<file path="config.mk">
export PLATFORM = sky130hd
export DESIGN_NAME = floor_request_queue_flat
export DESIGN_NICKNAME = d
export VERILOG_FILES = /design/src/rtl/frq_pkg.sv /design/src/rtl/frq_in_if.sv /design/src/rtl/frq_out_if.sv /design/src/rtl/frq_store.sv /design/src/rtl/frq_match.sv /design/src/rtl/floor_request_queue.sv /design/src/flat_wrapper.sv
export SDC_FILE = /design/constraint.sdc
export NUM_CORES = 1
export LEC_CHECK = 0
export ABC_AREA = 1
export BUFFER_PORTS_ARGS = -buffer_cell sky130_fd_sc_hd__buf_2
export CAP_MARGIN = 10
export CORE_AREA = 4 4 117 119
export CTS_CLUSTER_DIAMETER = 80
export CTS_CLUSTER_SIZE = 28
export DETAILED_ROUTE_END_ITERATION = 6
export DIE_AREA = 0 0 121 123
export GPL_TIMING_DRIVEN = 0
export PLACE_DENSITY_LB_ADDON = 0.15
export SETUP_SLACK_MARGIN = 0.2
export SLEW_MARGIN = 5
export SYNTH_ARGS = -nofsm -noshare
export SYNTH_HDL_FRONTEND = slang
export SYNTH_SLANG_ARGS = --single-unit
</file>
<file path="constraint.sdc">
create_clock -name clk -period 4.85 [get_ports clk]
set_clock_uncertainty 0.1 [all_clocks]
set_input_delay 0.2425 -clock clk [delete_from_list [all_inputs] [get_ports clk]]
set_output_delay 0.2425 -clock clk [all_outputs]
set_load 0.01 [all_outputs]
</file>
<file path="src/rtl/frq_pkg.sv">
// ----------------------------------------------------------------------------
// frq_pkg
// Shared types and constants of the floor request queue.
// ----------------------------------------------------------------------------
`default_nettype none

package frq_pkg;

  localparam int FLOOR_W = 2;
  localparam int TYPE_W  = 2;
  localparam int KIND_W  = 2;
  localparam int OCC_W   = 5;
  localparam int LIM_W   = 5;

  typedef enum logic [KIND_W-1:0] {
    KIND_ADD    = 2'd0,
    KIND_POP    = 2'd1,
    KIND_REMOVE = 2'd2,
    KIND_STOP   = 2'd3
  } kind_t;

  localparam logic [TYPE_W-1:0] TYPE_UP   = 2'd0;
  localparam logic [TYPE_W-1:0] TYPE_DOWN = 2'd1;
  localparam logic [TYPE_W-1:0] TYPE_CAB  = 2'd2;

  localparam logic DIR_UP   = 1'b0;
  localparam logic DIR_DOWN = 1'b1;

  typedef struct packed {
    logic [FLOOR_W-1:0] floor;
    logic [TYPE_W-1:0]  order_type;
  } entry_t;

  typedef struct packed {
    kind_t              kind;
    logic [FLOOR_W-1:0] floor;
    logic [TYPE_W-1:0]  order_type;
    logic               direction;
  } query_t;

  typedef enum logic [2:0] {
    ST_IDLE,
    ST_RD,
    ST_CMP,
    ST_SH_RD,
    ST_SH_WR,
    ST_RESP
  } state_t;

endpackage

`default_nettype wire

</file>
<file path="src/rtl/frq_in_if.sv">
// ----------------------------------------------------------------------------
// frq_in_if
// Request channel: one queue operation per item.
// ----------------------------------------------------------------------------
`default_nettype none

interface frq_in_if;
  logic                       valid;
  logic                       ready;
  logic [frq_pkg::KIND_W-1:0]  kind;
  logic [frq_pkg::FLOOR_W-1:0] floor;
  logic [frq_pkg::TYPE_W-1:0]  order_type;
  logic                       direction;

  modport source (output valid, kind, floor, order_type, direction, input ready);
  modport sink   (input valid, kind, floor, order_type, direction, output ready);
endinterface

`default_nettype wire

</file>
<file path="src/rtl/frq_out_if.sv">
// ----------------------------------------------------------------------------
// frq_out_if
// Result channel: one item per operation.
// ----------------------------------------------------------------------------
`default_nettype none

interface frq_out_if;
  logic                       valid;
  logic                       ready;
  logic                       done_res;
  logic [frq_pkg::FLOOR_W-1:0] popped_floor;
  logic [frq_pkg::TYPE_W-1:0]  popped_type;
  logic                       should_stop;
  logic [frq_pkg::OCC_W-1:0]   occupancy;

  modport source (output valid, done_res, popped_floor, popped_type, should_stop,
                  occupancy, input ready);
  modport sink   (input valid, done_res, popped_floor, popped_type, should_stop,
                  occupancy, output ready);
endinterface

`default_nettype wire

</file>
<file path="src/rtl/frq_store.sv">
// ----------------------------------------------------------------------------
// frq_store
// Order storage: one write port, one registered read port.
// ----------------------------------------------------------------------------
`default_nettype none

module frq_store #(
  parameter int DEPTH = 16
) (
  input  wire                      clk,
  input  wire                      wr_en,
  input  wire [$clog2(DEPTH)-1:0]  wr_addr,
  input  frq_pkg::entry_t          wr_data,
  input  wire [$clog2(DEPTH)-1:0]  rd_addr,
  output frq_pkg::entry_t          rd_data
);

  frq_pkg::entry_t mem [DEPTH];
  frq_pkg::entry_t rd_data_r;

  always_ff @(posedge clk) begin
    if (wr_en) begin
      mem[wr_addr] <= wr_data;
    end
    rd_data_r <= mem[rd_addr];
  end

  assign rd_data = rd_data_r;

endmodule

`default_nettype wire

</file>
<file path="src/rtl/frq_match.sv">
// ----------------------------------------------------------------------------
// frq_match
// Shared entry compare unit for pop, remove and stop check.
// ----------------------------------------------------------------------------
`default_nettype none

module frq_match (
  input  frq_pkg::query_t query,
  input  frq_pkg::entry_t entry,
  output logic            hit
);

  logic floor_eq;
  logic serves;

  assign floor_eq = (entry.floor == query.floor);

  always_comb begin
    serves = (entry.order_type == frq_pkg::TYPE_CAB) ||
             ((entry.order_type == frq_pkg::TYPE_UP) && (query.direction == frq_pkg::DIR_UP)) ||
             ((entry.order_type == frq_pkg::TYPE_DOWN) &&
              (query.direction == frq_pkg::DIR_DOWN));
    case (query.kind)
      frq_pkg::KIND_POP:    hit = 1'b1;
      frq_pkg::KIND_REMOVE: hit = floor_eq && (entry.order_type == query.order_type);
      frq_pkg::KIND_STOP:   hit = floor_eq && serves;
      default:              hit = 1'b0;
    endcase
  end

endmodule

`default_nettype wire

</file>
<file path="src/rtl/floor_request_queue.sv">
// ----------------------------------------------------------------------------
// floor_request_queue
// Bounded queue of elevator orders with pop, match-remove and stop check.
// ----------------------------------------------------------------------------
// One item at a time, walked by a small sequencer over an order store with
// one write port and one registered read port, and one shared compare unit.
// An add is accepted and then answered. A pop, remove or stop check scans
// entries oldest first, reading and then comparing each entry; on a hit,
// pop and remove then close the gap by reading and writing back each later
// entry in turn, and then drop the count. A stop check ends at its first
// hit, and a search without a hit ends after the last entry. On an empty
// queue a pop, remove or stop check skips the scan.
// in_ch.ready is high only while idle; a result waits in the output register
// until taken.
// ----------------------------------------------------------------------------
`default_nettype none

module floor_request_queue #(
  parameter int DEPTH      = 16,
  parameter int NUM_FLOORS = 4
) (
  input  wire                         clk,
  input  wire                         rst_n,
  frq_in_if.sink                      in_ch,
  frq_out_if.source                   out_ch,
  input  wire                         cfg_we,
  input  wire [frq_pkg::LIM_W-1:0]    cfg_data
);

  localparam int IDX_W = $clog2(DEPTH);
  localparam int CNT_W = $clog2(DEPTH + 1);
  localparam int LW    = (CNT_W > frq_pkg::LIM_W) ? CNT_W : frq_pkg::LIM_W;
  localparam logic [CNT_W-1:0] DEPTH_C = CNT_W'(DEPTH);

  frq_pkg::state_t state_r, state_nxt;
  logic [IDX_W-1:0]           idx_r, idx_nxt;
  logic [CNT_W-1:0]           cnt_r, cnt_nxt;
  logic [frq_pkg::LIM_W-1:0]  limit_r;
  frq_pkg::query_t            op_r, op_nxt;
  logic                       done_r, done_nxt;
  logic                       stop_r, stop_nxt;
  logic [frq_pkg::FLOOR_W-1:0] pf_r, pf_nxt;
  logic [frq_pkg::TYPE_W-1:0]  pt_r, pt_nxt;

  logic                       wr_en;
  logic [IDX_W-1:0]           wr_addr;
  frq_pkg::entry_t            wr_data;
  logic [IDX_W-1:0]           rd_addr;
  frq_pkg::entry_t            rd_data;
  logic                       hit;

  logic [CNT_W-1:0]           idx_plus;
  logic [IDX_W-1:0]           idx_inc;
  logic                       last;
  logic                       full;
  logic                       add_ok;
  logic [LW-1:0]              cnt_ext;
  logic [LW-1:0]              occ_ext;

  frq_store #(.DEPTH(DEPTH)) u_store (
    .clk     (clk),
    .wr_en   (wr_en),
    .wr_addr (wr_addr),
    .wr_data (wr_data),
    .rd_addr (rd_addr),
    .rd_data (rd_data)
  );

  frq_match u_match (
    .query (op_r),
    .entry (rd_data),
    .hit   (hit)
  );

  assign idx_plus = CNT_W'(idx_r) + CNT_W'(1);
  assign idx_inc  = idx_plus[IDX_W-1:0];
  assign last     = (idx_plus >= cnt_r);
  assign cnt_ext  = LW'(cnt_r);
  assign full     = (cnt_r >= DEPTH_C) ||
                    ((limit_r != '0) && (cnt_ext >= LW'(limit_r)));
  assign add_ok   = !full && (in_ch.order_type <= frq_pkg::TYPE_CAB) &&
                    (32'(in_ch.floor) < 32'(NUM_FLOORS));
  assign occ_ext  = LW'(cnt_r);

  always_ff @(posedge clk) begin
    if (!rst_n) begin
      state_r <= frq_pkg::ST_IDLE;
      cnt_r   <= '0;
      limit_r <= '0;
    end else begin
      state_r <= state_nxt;
      cnt_r   <= cnt_nxt;
      if (cfg_we) begin
        limit_r <= cfg_data;
      end
    end
  end

  always_ff @(posedge clk) begin
    idx_r  <= idx_nxt;
    op_r   <= op_nxt;
    done_r <= done_nxt;
    stop_r <= stop_nxt;
    pf_r   <= pf_nxt;
    pt_r   <= pt_nxt;
  end

  always_comb begin
    state_nxt = state_r;
    idx_nxt   = idx_r;
    cnt_nxt   = cnt_r;
    op_nxt    = op_r;
    done_nxt  = done_r;
    stop_nxt  = stop_r;
    pf_nxt    = pf_r;
    pt_nxt    = pt_r;
    wr_en     = 1'b0;
    wr_addr   = idx_r;
    wr_data   = rd_data;
    rd_addr   = idx_r;
    in_ch.ready  = 1'b0;
    out_ch.valid = 1'b0;
    case (state_r)
      frq_pkg::ST_IDLE: begin
        in_ch.ready = 1'b1;
        if (in_ch.valid) begin
          op_nxt.kind       = frq_pkg::kind_t'(in_ch.kind);
          op_nxt.floor      = in_ch.floor;
          op_nxt.order_type = in_ch.order_type;
          op_nxt.direction  = in_ch.direction;
          done_nxt = 1'b0;
          stop_nxt = 1'b0;
          pf_nxt   = '0;
          pt_nxt   = '0;
          idx_nxt  = '0;
          if (frq_pkg::kind_t'(in_ch.kind) == frq_pkg::KIND_ADD) begin
            if (add_ok) begin
              wr_en   = 1'b1;
              wr_addr = cnt_r[IDX_W-1:0];
              wr_data.floor      = in_ch.floor;
              wr_data.order_type = in_ch.order_type;
              cnt_nxt  = cnt_r + CNT_W'(1);
              done_nxt = 1'b1;
            end
            state_nxt = frq_pkg::ST_RESP;
          end else if (cnt_r == '0) begin
            state_nxt = frq_pkg::ST_RESP;
          end else begin
            state_nxt = frq_pkg::ST_RD;
          end
        end
      end
      frq_pkg::ST_RD: begin
        rd_addr   = idx_r;
        state_nxt = frq_pkg::ST_CMP;
      end
      frq_pkg::ST_CMP: begin
        if (hit) begin
          if (op_r.kind == frq_pkg::KIND_STOP) begin
            stop_nxt  = 1'b1;
            state_nxt = frq_pkg::ST_RESP;
          end else begin
            done_nxt = 1'b1;
            if (op_r.kind == frq_pkg::KIND_POP) begin
              pf_nxt = rd_data.floor;
              pt_nxt = rd_data.order_type;
            end
            state_nxt = frq_pkg::ST_SH_RD;
          end
        end else if (last) begin
          state_nxt = frq_pkg::ST_RESP;
        end else begin
          idx_nxt   = idx_inc;
          state_nxt = frq_pkg::ST_RD;
        end
      end
      frq_pkg::ST_SH_RD: begin
        if (last) begin
          cnt_nxt   = cnt_r - CNT_W'(1);
          state_nxt = frq_pkg::ST_RESP;
        end else begin
          rd_addr   = idx_inc;
          state_nxt = frq_pkg::ST_SH_WR;
        end
      end
      frq_pkg::ST_SH_WR: begin
        wr_en     = 1'b1;
        wr_addr   = idx_r;
        wr_data   = rd_data;
        idx_nxt   = idx_inc;
        state_nxt = frq_pkg::ST_SH_RD;
      end
      frq_pkg::ST_RESP: begin
        out_ch.valid = 1'b1;
        if (out_ch.ready) begin
          state_nxt = frq_pkg::ST_IDLE;
        end
      end
      default: begin
        state_nxt = frq_pkg::ST_IDLE;
      end
    endcase
  end

  assign out_ch.done_res     = done_r;
  assign out_ch.popped_floor = pf_r;
  assign out_ch.popped_type  = pt_r;
  assign out_ch.should_stop  = stop_r;
  assign out_ch.occupancy    = occ_ext[frq_pkg::OCC_W-1:0];

  a_cnt_bound: assert property (@(posedge clk) disable iff (!rst_n)
    cnt_r <= DEPTH_C)
    else $error("entry count above depth");

  a_one_side: assert property (@(posedge clk) disable iff (!rst_n)
    !(in_ch.ready && out_ch.valid))
    else $error("input ready while a result is pending");

  a_scan_keeps_cnt: assert property (@(posedge clk) disable iff (!rst_n)
    (state_r == frq_pkg::ST_IDLE && in_ch.valid &&
     frq_pkg::kind_t'(in_ch.kind) != frq_pkg::KIND_ADD) |=> $stable(cnt_r))
    else $error("count changed at start of a scan");

  a_stop_not_done: assert property (@(posedge clk) disable iff (!rst_n)
    (out_ch.valid && out_ch.should_stop) |-> !out_ch.done_res)
    else $error("stop check reported done");

endmodule

`default_nettype wire

</file>
<file path="src/flat_wrapper.sv">
// flat-port wrapper written by rule: the top's interface ports become plain ports
module floor_request_queue_flat 
#(
  parameter int DEPTH      = 16,
  parameter int NUM_FLOORS = 4
)
  (clk, rst_n, cfg_we, cfg_data, in_ch_valid, in_ch_kind, in_ch_floor, in_ch_order_type, in_ch_direction, in_ch_ready, out_ch_valid, out_ch_done_res, out_ch_popped_floor, out_ch_popped_type, out_ch_should_stop, out_ch_occupancy, out_ch_ready);
  frq_in_if in_ch_i ();
  frq_out_if out_ch_i ();
  input  wire clk;
  input  wire rst_n;
  input  wire cfg_we;
  input  wire [frq_pkg::LIM_W-1:0] cfg_data;
  input wire logic [$bits(in_ch_i.valid)-1:0] in_ch_valid;
  input wire logic [$bits(in_ch_i.kind)-1:0] in_ch_kind;
  input wire logic [$bits(in_ch_i.floor)-1:0] in_ch_floor;
  input wire logic [$bits(in_ch_i.order_type)-1:0] in_ch_order_type;
  input wire logic [$bits(in_ch_i.direction)-1:0] in_ch_direction;
  output wire logic [$bits(in_ch_i.ready)-1:0] in_ch_ready;
  output wire logic [$bits(out_ch_i.valid)-1:0] out_ch_valid;
  output wire logic [$bits(out_ch_i.done_res)-1:0] out_ch_done_res;
  output wire logic [$bits(out_ch_i.popped_floor)-1:0] out_ch_popped_floor;
  output wire logic [$bits(out_ch_i.popped_type)-1:0] out_ch_popped_type;
  output wire logic [$bits(out_ch_i.should_stop)-1:0] out_ch_should_stop;
  output wire logic [$bits(out_ch_i.occupancy)-1:0] out_ch_occupancy;
  input wire logic [$bits(out_ch_i.ready)-1:0] out_ch_ready;
  assign in_ch_i.valid = in_ch_valid;
  assign in_ch_i.kind = in_ch_kind;
  assign in_ch_i.floor = in_ch_floor;
  assign in_ch_i.order_type = in_ch_order_type;
  assign in_ch_i.direction = in_ch_direction;
  assign in_ch_ready = in_ch_i.ready;
  assign out_ch_valid = out_ch_i.valid;
  assign out_ch_done_res = out_ch_i.done_res;
  assign out_ch_popped_floor = out_ch_i.popped_floor;
  assign out_ch_popped_type = out_ch_i.popped_type;
  assign out_ch_should_stop = out_ch_i.should_stop;
  assign out_ch_occupancy = out_ch_i.occupancy;
  assign out_ch_i.ready = out_ch_ready;
  floor_request_queue #(.DEPTH(DEPTH), .NUM_FLOORS(NUM_FLOORS)) u_core (.clk(clk), .rst_n(rst_n), .in_ch(in_ch_i), .out_ch(out_ch_i), .cfg_we(cfg_we), .cfg_data(cfg_data));
endmodule
</file>
# ---- Word level (Yosys, flattened, before mapping)
# Memory sizes are Yosys's and may differ from the RTL's. A register that Yosys moved wholly into a read port is not among the register bits.
# Index checks and enable logic that the tools add are counted.
dict set report classes {
  n_bitwise 1
  n_eq_ne 22
  addsub 3
  n_reduce_logical 25
  n_lt_le_gt_ge 4
  muxes 53
}
# cell count
set op_table {}
lappend op_table {{two-way mux 4 bit} 12}
lappend op_table {{two-way mux 3 bit} 7}
lappend op_table {{two-way mux 5 bit} 4}
lappend op_table {{one-hot mux 3 bit (6 select lines)} 1}
lappend op_table {{two-way mux 1 bit} 14}
lappend op_table {{two-way mux 2 bit} 7}
lappend op_table {{!= test 2 x 1 -> 1 bit (second input constant)} 6}
lappend op_table {{one-hot mux 4 bit (3 select lines)} 1}
lappend op_table {{>= comparator 5 bit} 2}
lappend op_table {{one-hot mux 5 bit (2 select lines)} 1}
lappend op_table {{AND reduction 5 bit} 2}
lappend op_table {{!= test 2 bit (second input constant)} 4}
lappend op_table {{one-hot mux 2 bit (2 select lines)} 2}
lappend op_table {{AND reduction 4 bit} 2}
lappend op_table {{equality test 2 bit (second input constant)} 3}
lappend op_table {{equality test 3 x 2 -> 1 bit (second input constant)} 2}
lappend op_table {{equality test 3 bit (second input constant)} 2}
lappend op_table {{logical AND 1 bit} 6}
lappend op_table {{one-hot mux 1 bit (2 select lines)} 3}
lappend op_table {{adder 4 x 1 -> 5 bit (second input constant)} 1}
lappend op_table {{adder 5 x 1 -> 5 bit (second input constant)} 1}
lappend op_table {{>= comparator 5 bit (second input constant)} 1}
lappend op_table {{logical NOT 5 bit} 1}
lappend op_table {{nonzero test 5 bit} 1}
lappend op_table {{other kinds (15)} 22}
dict set report totals {
  inputBits 17
  ff_bits 30
  mem_count 1
  output_inout_bits 13
  ram_bits 64
  word_cells 121
}
# name words word_bits rd rd_ports_with_merged_regs write_ports line_no
set memory_table {}
lappend memory_table {u_core.u_store.mem 16 4 1 1 1 frq_store.sv:18} ;# frq_pkg::entry_t mem [DEPTH];

# ---- Logic depth before layout (Yosys ltp)
dict set report logic_depth {
  word_depth 11
  mapped_depth 17
}

# ---- Cells and area by module
# From an unflattened synthesis, not the netlist that was laid out.
dict set report hier_totals {
  cells_unflattened 560
  area_unflattened_um2 4987.3
}
# module cells_per_inst instances area_each_um2
set modules_own_cells {}
lappend modules_own_cells {frq_store 290 1 2966.6}
lappend modules_own_cells {floor_request_queue 248 1 1918.1}
lappend modules_own_cells {frq_match 22 1 102.6}

# ---- Least setup slack after synthesis
# Ideal clock, no wire load.
dict set report synth_timing {
  kind {reg2reg}
  start {register u_core.idx_r[0]}
  end {register u_core.u_store.rd_data[1] (netlist name)}
  stages_incl_launch_ff 15
  required_time_ns 4.637
  setup_slack_ns 2.344
  arrival_ns 2.292
  setup_time_ns 0.113
  period_less_slack_ns 2.506
  path_cell_list {edfxtp_1 -> ha_1 -> xor2_1 -> ha_1 -> nand2_1 -> nand2_1 -> a21oi_1 -> nand4_2 -> clkbuf_1 -> nand3_1 -> nand2_1 -> nand2_1 -> nand3_1 -> nand3_1 -> nand2_1}
}
dict set report synth_via {
  elab_chain_cells 4
}
# item line_no
set synth_lines {}
lappend synth_lines {{from (decl)} floor_request_queue.sv:36} ;# logic [IDX_W-1:0] idx_r, idx_nxt;
lappend synth_lines {{from (signal assigned)} floor_request_queue.sv:100} ;# idx_r <= idx_nxt;
lappend synth_lines {{adder 4 x 1 -> 5 bit} floor_request_queue.sv:75} ;# assign idx_plus = CNT_W'(idx_r) + CNT_W'(1);
lappend synth_lines {{>= comparator 5 bit} floor_request_queue.sv:77} ;# assign last = (idx_plus >= cnt_r);
lappend synth_lines {{two-way mux 4 bit} floor_request_queue.sv:178} ;# if (last) begin
lappend synth_lines {{two-way mux 4 bit *} floor_request_queue.sv:123} ;# case (state_r)
# Every way passes the cells marked *; elsewhere a longest branch is shown, timed or not.
# A chain may end at the register's enable or synchronous reset.

# ---- Worst setup path in the final report
dict set report layout_timing {
  start {register u_core.idx_r[0]}
  end {register u_core.u_store.rd_data[1] (netlist name)}
}
dict set report layout_via {
  elab_chain_cells 4
}
# item line_no
set layout_lines {}
lappend layout_lines {{adder 4 x 1 -> 5 bit} floor_request_queue.sv:75}
lappend layout_lines {{>= comparator 5 bit} floor_request_queue.sv:77}
lappend layout_lines {{two-way mux 4 bit} floor_request_queue.sv:178}
lappend layout_lines {{two-way mux 4 bit *} floor_request_queue.sv:123}
# Marked as above.

==> summary.md <==
| Metric | Value |
|---|---|
| Drt total wl | 11600 µm |
| H-tree depth | 3 |
| Top cell by count, worst path | nand2_1 |
| Resized cells post-CTS | 0 |
| GRT met1 Usage | 21.3% |
| DIE HEIGHT | 123 µm |
| Lkg Pwr | 2.38 nW |
| Non-Filler Cell Area, Final | 5690 µm² |
| NetSw | 1.46 mW |
| Fillers | 1251 |
| Root Buffer | clkbuf_16 |
| Worst stage delay on the critical path | 540 ps |
| Post-synth ARST share | 0% |
| First-pass DRT Iterations | 4 |
| Number of global-route vias before repair | 3601 |
| Die area | 14900 µm² |
| Clock sink total | 98 |
| Max clock buf depth | 2 |
| Worst slew margin | 42.5% |
| Gpl congestion | 0.886 |
| # diodes | 0 |
| Fin crit period | 3190 ps |
| Net Sw Frac | 41.6% |
| Worst Setup End Kind | register |
| Synth unique cells | 42 |
| Placed Instance Area | 5360 µm² |
| Register area | 2770 µm² |
| Worst setup margin | 1660 ps |
| Cells after Synth | 523 |
| Fmax | 313 MHz |
| Iter 0 DRT Violations | 212 |
| Maximum vdd drop | 0.286 mV |
| Worst skew pair latency | 350 ps |
| Met3 Use GR | 2.38% |
| Top Usage Layer GRT | met2 |
| Worst Setup Start Kind | register |
| Met2 Use GR | 27.5% |
| Port bufs | 29 |
| DR vias | 3639 |
| Commonest non-fill, non-tap cell in the layout | nand2_1 |
| Remaining Overflow, GRT | 0 |
| DIE WIDTH | 121 µm |
| Clk pwr share | 19.5% |
| Largest fanout on the critical path | 10 |
| Top delay family on crit path | simple AND/OR/NAND/NOR gates |
| Mapped Nets | 555 |
| Primary FF master, synth | edfxtp_1 |
| First-pass GRT wire length | 18600 µm |
| Combinational power share | 44.6% |
| Syn avg cell area | 9.52 µm² |
| Number of I/O pins | 30 |
| Via density | 4.88 |
| Multi-input gate area | 1850 µm² |
| Max Cap Viol | 0 |
| # DRC | 0 |
| Pre-CTS setup slack | 1700 ps |
| Final nets | 600 |
| WP data required | 4980 ps |
| Layout cell share with drive strength beyond 1 | 14.5% |
| Setup-failing EPs final | 0 |
| Largest net degree at the start of global routing | 17 |
| Clock-pin slew on the worst setup and hold paths | 60 ps |
| Crit share post-route | 65.8% |
| Reg power frac | 35.8% |
| WL per Instance | 15.6 µm |
| Commonest non-fill, non-tap cells in the layout | nand2_1 (122), edfxtp_1 (81), nand3_1 (73), inv_1 (61), nor2_1 (36) |
| Slew @ Worst Pin | 862 ps |
| RSZ-0062 raised after global routing | false |
| CTS Buf Count | 9 |
| Critical path class | register to register |
| Initial antenna violation count | 0 |
| Worst path cell trace | ha_1 -> xor2_1 -> ha_1 -> nand2_1 -> nand2_1 -> a21oi_1 -> nand4_2 -> clkbuf_1 -> nand3_1 -> nand2_1 -> nand2_1 -> nand3_1 -> nand3_1 -> nand2_1 |
| Cell Area, Synth | 4980 µm² |
| Pwr Density | 618 nW/µm² |
| Starting density of the core | 39.6% |
| WHS | 24.9 ps |
| Yosys synthesis warning count | 0 |
| Core Area | 12600 µm² |
| DP HPWL | 8500 µm |
| Hold WC Path Type | primary input to register |
| Antenna viol nets, final | 0 |
| CTS tree | yes |
| Outcome | completed |
| Yosys reg bits | 98 |
| WP buf/inv | 1 |
| Fin. max-slew vios | 0 |
| Area grow syn2layout | 14.2% |
| Num rows | 41 |
| Post-synth EDFFs | 81 |
| Hold Violations, Final | 0 |
| Slowest-stage cell, CP | edfxtp_1 |
| Accumulated negative setup slack | 0 ps |
| Arrival @ worst endpoint | 3320 ps |
| Seq/Total Area, Yosys | 55.7% |
| Int Power | 2.06 mW |
| Gr usage total | 16.6% |
final cells by class:
type	instances	area share, %
multi-input combinational	343	32.5
sequential	98	48.7
buffer	15	2.13
tap	172	3.78
clock buffer	14	4.82
inverter	67	4.44
clock inverter	2	0.176
timing repair buffer	34	3.43
cell usage after synthesis, types with 5 or more instances:
cell type / instances / area share (%)
edfxtp_1: 81 / 49
buf_6: 7 / 1.6
nand3_1: 73 / 7.3
xor2_1: 5 / 0.88
dfxtp_1: 17 / 6.8
nor2_1: 36 / 2.7
o21ai_0: 18 / 1.8
nand3b_1: 12 / 1.8
ha_1: 14 / 3.5
inv_1: 61 / 4.6
a21oi_1: 24 / 2.4
inv_2: 5 / 0.38
nand2_1: 122 / 9.2
worst register-to-register path: cells and delay by family, from the launching register on:
| family | cells | cell delay, ps |
|---|---|---|
| AND/OR/NAND/NOR | 9 | 1030 |
| adder cells (fa/ha/maj) | 2 | 600 |
| flip-flops | 1 | 540 |
| buffers and inverters | 1 | 330 |
| XOR/XNOR | 1 | 280 |
| AO/OA/AOI/OAI | 1 | 200 |
metrics by stage:
| stage | instances | power, mW | utilization [%] |
|---|---|---|---|
| final | 745 | 3.52 | 45.3 |
| after global placement | 724 | 2.83 | 42.5 |
| after floorplan | 523 | 2.38 | - |
| after global routing | 745 | 3.77 | 45.3 |
| after CTS | 745 | 3.56 | 45.3 |
| after detailed placement | 724 | 2.86 | 42.6 |
timing repair:
item,CTS,global route
setup buffers,0,0
hold buffers,5,0
hold endpoints to repair,5,0
logic make-up (layout without fill, tap and decap cells):
family | count (synthesis) | count (layout) | share of synthesized area [%]
AO/OA/AOI/OAI | 57 | 57 | 6.61
XOR/XNOR | 8 | 8 | 1.41
adder cells (fa/ha/maj) | 15 | 15 | 3.92
buffers and inverters | 82 | 132 | 7.51
flip-flops | 98 | 98 | 55.7
AND/OR/NAND/NOR | 263 | 263 | 24.9
flip-flops by register name, summed over array words and instances, names as in the netlist:
name	cells
u_core.idx_r	4
u_core.limit_r	5
u_core.op_r	7
u_core.out_ch.done_res	1
u_core.out_ch.occupancy	5
u_core.out_ch.popped_floor	2
u_core.out_ch.popped_type	2
u_core.out_ch.should_stop	1
u_core.state_r	3
u_core.u_store.mem	64
u_core.u_store.rd_data	4
worst paths after layout:
kind | startpoint | endpoint | slack, ps | cells after the start
max | u_core.idx_r[0] | u_core.u_store.rd_data[1] | 1660 | 14
min | in_ch_order_type[0] | u_core.op_r[1] | 20 | 1
max reg2reg | u_core.idx_r[0] | u_core.u_store.rd_data[1] | 1660 | 14
min reg2reg | u_core.limit_r[2] | u_core.limit_r[2] | 390 | 2
layer usage:
| metal | wire [µm] | up-vias |
|---|---|---|
| li1 | - | 1855 |
| met1 | 5280 | 1699 |
| met2 | 5580 | 65 |
| met3 | 419 | 20 |
| met4 | 345 | 0 |
| met5 | 0 | - |
power groups by stage:
stage	registers, mW	logic, mW	clock network, mW
finish	1.26	1.57	0.688
global route	1.28	1.76	0.736
CTS	1.26	1.59	0.704
detailed placement	1.28	1.58	0
global placement	1.28	1.55	0
floorplan	1.28	1.10	0
(Power assumes the default switching activity.)
